==> config.mk <==
export PLATFORM = sky130hd
export DESIGN_NAME = wvd_ctrl
export DESIGN_NICKNAME = d
export VERILOG_FILES = /design/src/sv/wvd_pkg.sv /design/src/sv/wvd_ctrl.sv
export SDC_FILE = /design/constraint.sdc
export NUM_CORES = 1
export LEC_CHECK = 0
export BUFFER_PORTS_ARGS = -buffer_cell sky130_fd_sc_hd__buf_2
export CAP_MARGIN = 10
export CORE_AREA = 3 3 40 42
export DETAILED_ROUTE_END_ITERATION = 7
export DIE_AREA = 0 0 43 45
export GPL_ROUTABILITY_DRIVEN = 0
export SKIP_LAST_GASP = 1
export SYNTH_ARGS = -nofsm -noshare
export SYNTH_HDL_FRONTEND = slang
export SYNTH_SLANG_ARGS = --single-unit
==> constraint.sdc <==
create_clock -name clk -period 1.5 [get_ports clk]
set_input_delay 0.3 -clock clk [delete_from_list [all_inputs] [get_ports clk]]
set_output_delay 0.3 -clock clk [all_outputs]
set_load 0.02 [all_outputs]
==> src/sv/wvd_pkg.sv <==
// package for the weighted vector distance unit
// widths, metric codes and shared controller/datapath command types; no dependencies
package wvd_pkg;

  localparam int COORD_BITS = 16;
  localparam int ACC_BITS   = 48;
  localparam int W_BITS     = 16;
  localparam int DIFF_BITS  = COORD_BITS + 1;
  localparam int Q_BITS     = DIFF_BITS + 16;
  localparam int DIV_STEPS  = Q_BITS;
  localparam int CNT_BITS   = $clog2(DIV_STEPS + 1);

  localparam logic [1:0] MODE_SQ  = 2'd0;
  localparam logic [1:0] MODE_MAN = 2'd1;
  localparam logic [1:0] MODE_CHB = 2'd2;
  localparam logic [1:0] MODE_REL = 2'd3;

  typedef struct packed {
    logic load;
    logic div_step;
    logic mul1;
    logic mul2;
    logic mul3;
    logic accum;
    logic clear;
  } wvd_cmd_t;

  typedef struct packed {
    logic div_done;
  } wvd_stat_t;

endpackage

==> src/sv/wvd_ctrl.sv <==
// controller state machine sequencing divide, multiplies, accumulate and result
// depends on wvd_pkg
module wvd_ctrl (
  input  logic               clk,
  input  logic               rst,
  input  logic               in_valid,
  output logic               in_ready,
  input  logic               last_dim,
  input  logic [1:0]         metric_mode,
  output logic               out_valid,
  input  logic               out_ready,
  output wvd_pkg::wvd_cmd_t  cmd,
  input  wvd_pkg::wvd_stat_t stat
);
  typedef enum logic [2:0] {S_IDLE, S_DIV, S_MUL1, S_MUL2, S_MUL3, S_ACC, S_OUT} state_t;
  state_t state;
  logic   last;

  assign in_ready = (state == S_IDLE);
  assign out_valid = (state == S_OUT);

  always_comb begin
    cmd = '0;
    cmd.load     = (state == S_IDLE) && in_valid;
    cmd.div_step = (state == S_DIV) && !stat.div_done;
    cmd.mul1     = (state == S_MUL1);
    cmd.mul2     = (state == S_MUL2);
    cmd.mul3     = (state == S_MUL3);
    cmd.accum    = (state == S_ACC);
    cmd.clear    = (state == S_OUT) && out_ready;
  end

  always_ff @(posedge clk) begin
    if (rst) begin
      state <= S_IDLE; last <= 1'b0;
    end else begin
      case (state)
        S_IDLE: if (in_valid) begin
          last  <= last_dim;
          state <= (metric_mode == wvd_pkg::MODE_REL) ? S_DIV : S_MUL1;
        end
        S_DIV:  if (stat.div_done) state <= S_MUL1;
        S_MUL1: state <= S_MUL2;
        S_MUL2: state <= S_MUL3;
        S_MUL3: state <= S_ACC;
        S_ACC:  state <= last ? S_OUT : S_IDLE;
        S_OUT:  if (out_ready) state <= S_IDLE;
        default: state <= S_IDLE;
      endcase
    end
  end
endmodule
==> metrics <==
final antenna-violating net count=0; n_diodes=0; Worst Hold Class=in2reg; CP startpoint kind=flop; final hold slack=281.2 ps; Clock Skews=1.726 ps; clock buffer depth=2; Yosys cell types=19; Worst-path clk slew=roughly 40 ps; post-cts gate resize count=5; time the worst path needs with I/O delays and setup=around 1500 ps; total gr overflow=0; Switching Power=roughly 180 µW; cts hold-fix bufs=0; full die area=1935 µm²; Tot GR Track Use=0.08569; die height=~45 µm; Relative slew margins=0.7167; WP data required=1200 ps; cell area after synthesis=roughly 290 µm²; Max Fclk=685.4 MHz; Pint=between 300 and 400 µW; Switching Fraction=0.3798; WL/cell=about 11 µm; I/O pin cnt=17; clock sink total=4; fill cell count=146; Max Cap Viol=0; setup violators final=0; largest area contributor in the netlist=dfxtp_1; Yosys top cell area share=0.2795; CP max-delay cell=dfxtp_4; Yosys warning count=0; CTS tree=done; initial antenna violation count=0; Seq/Total Area, Yosys=0.2795; via/cell ratio=4.768; critical path depth in cells=2; Pins Over Slew Limit=0; leakage power=0.1969 nW; Finished Layout Cells=roughly 70; measured slew at the worst slew-check pin=between 400 and 500 ps; I/O Buffers=16; Core ar.=1285 µm²; Die Width=43 µm; Async S/R FF share, synth=0; kind of cell adding the most delay to the critical path=flip-flops; Starting DRT DRC Count=8; vias in the first global route=265; top-count cell post-synth=a21oi_1; starting density of the core=0.2230; worst vdd ir=slightly below 700 µV; Comb pwr share=0.355; Synth Register Bits=4; router iterations before antenna repair=2; row cnt=13; ratio of final minimum period to clock period=0.9727; FF-to-FF Start=state[0]; CP cell instances=nor4b_4 > buf_4; cells on worst reg2reg path=3; Area growth, synth to finish=50.65%; Synth area leaders=dfxtp_1 28%, nor4b_2 10%, a21oi_1 8.7%; WS Path Type=reg2out; layout cells sized above 1=0.4630; clock network fraction of total power=0.277; Mean Syn Cell Area=7.744 µm²; status=finished, final reports clean; post-DP HPWL=550.2 µm; worst hold endpoint=state[2]; Synth top cells by count=5 x a21oi_1, 4 x dfxtp_1, 4 x nand2_1, 4 x nor2_1; EDFF count, synth=0; routed wire length=749 µm; prevailing post-synth register cell=dfxtp_1; unrepaired setup endpoints after global routing=true; clock root buffer=clkbuf_4; vias post-DR=~330; Post-CTS Setup Inserts=0; R2R Setup Slk=approximately 300 ps; first-pass GRT wire length=1166 µm; CP Capture Type=output port; htree depth=1; Reg power frac=0.368; fin nets=64; syn nets=45; min-delay src=rst; largest net degree at the start of global routing=15; total negative slack=0 ps; reg2reg end=state[1]; Final Hold Violating Endpoints=0; Mapped Cells=37; Pwr Density=1122 nW/µm²; Data arrival, critical path=1160 ps; post-route DRC violation count=0; Worst Path Max Fanout=14; CP bufs+invs=1; placed cells=66; CP max stage delay=390 ps; worst-skew pair later-pin latency=230 ps; WHS Path Cells=2; Num CTS Buffers=3
## worst max-delay path by stage
| stage | from | end | slack (ps) |
|---|---|---|---|
| 6_report | state[2] | cmd[6] | 40 |
| 5_1_grt | state[1] | cmd[0] | -40 |
| 4_1_cts | state[1] | cmd[0] | -30 |
| 3_5_place_dp | state[1] | cmd[0] | 90 |
| 3_3_place_gp | state[1] | cmd[0] | 120 |
| 2_1_floorplan | state[0] | cmd[0] | 60 |
## area by class of cell
cell class                 count  area [µm²]  share of cell area
clock buffer                   3       22.52             0.05217
tap                           15       18.77             0.04348
timing repair buffer          17       90.09              0.2087
inverter                       1       3.754            0.008696
multi-input combinational     29       205.2              0.4754
sequential                     4       91.34              0.2116
## cells in the final DEF, fill, tap and decap left out, drive strengths merged
| cell type | n |
|---|---|
| a21oi | 5 |
| nor4b | 2 |
| o31ai | 1 |
| nor2 | 4 |
| and2 | 1 |
| and3 | 1 |
| buf | 17 |
| a211oi | 1 |
| inv | 1 |
| dfxtp | 4 |
| or4 | 1 |
| a2111oi | 1 |
| mux2i | 1 |
| nor2b | 1 |
| a311o | 1 |
| clkbuf | 3 |
| a221o | 1 |
| nand2 | 4 |
| nor3b | 1 |
| nor3 | 3 |
## cell families (layout without fill, tap and decap cells)
group,after synthesis,count (layout),synth area share
buffers and inverters,4,21,0.06547
AOI/OAI and AO/OA,10,10,0.2402
DFF,4,4,0.2795
muxes,1,1,0.03494
and+or+nand+nor,18,18,0.3799
## per-layer routing
metal,vias up,global-route usage,routed length (µm)
met5,-,0,0
met4,0,0.1084,14
met3,2,0.01594,65
met2,13,0.1108,327
met1,141,0.1058,342
li1,173,-,-
## power by group through the flow
stage | clock (mW) | sequential, mW | combinational, mW
final | 0.134 | 0.178 | 0.172
after global routing | 0.153 | 0.184 | 0.187
after CTS | 0.145 | 0.172 | 0.170
after detailed placement | 0 | 0.167 | 0.161
after global placement | 0 | 0.167 | 0.161
after floorplan | 0 | 0.141 | 0.134
## flip-flops by register name (all words and copies together), names as in the netlist
register  flops
last          1
state         3
## through the flow
step                      power, mW  setup slack [ps]  area, µm²  utilization
after floorplan              0.2760             60.73      286.5            -
after global placement       0.3278             117.1      377.9       0.2941
after detailed placement     0.3289             86.46      377.9       0.2941
after CTS                    0.4878            -28.31      415.4       0.3233
after global routing         0.5244            -37.63      431.7       0.3359
final                        0.4842             40.94      431.7       0.3359
Note: power is estimated with default switching activity, not from simulation.
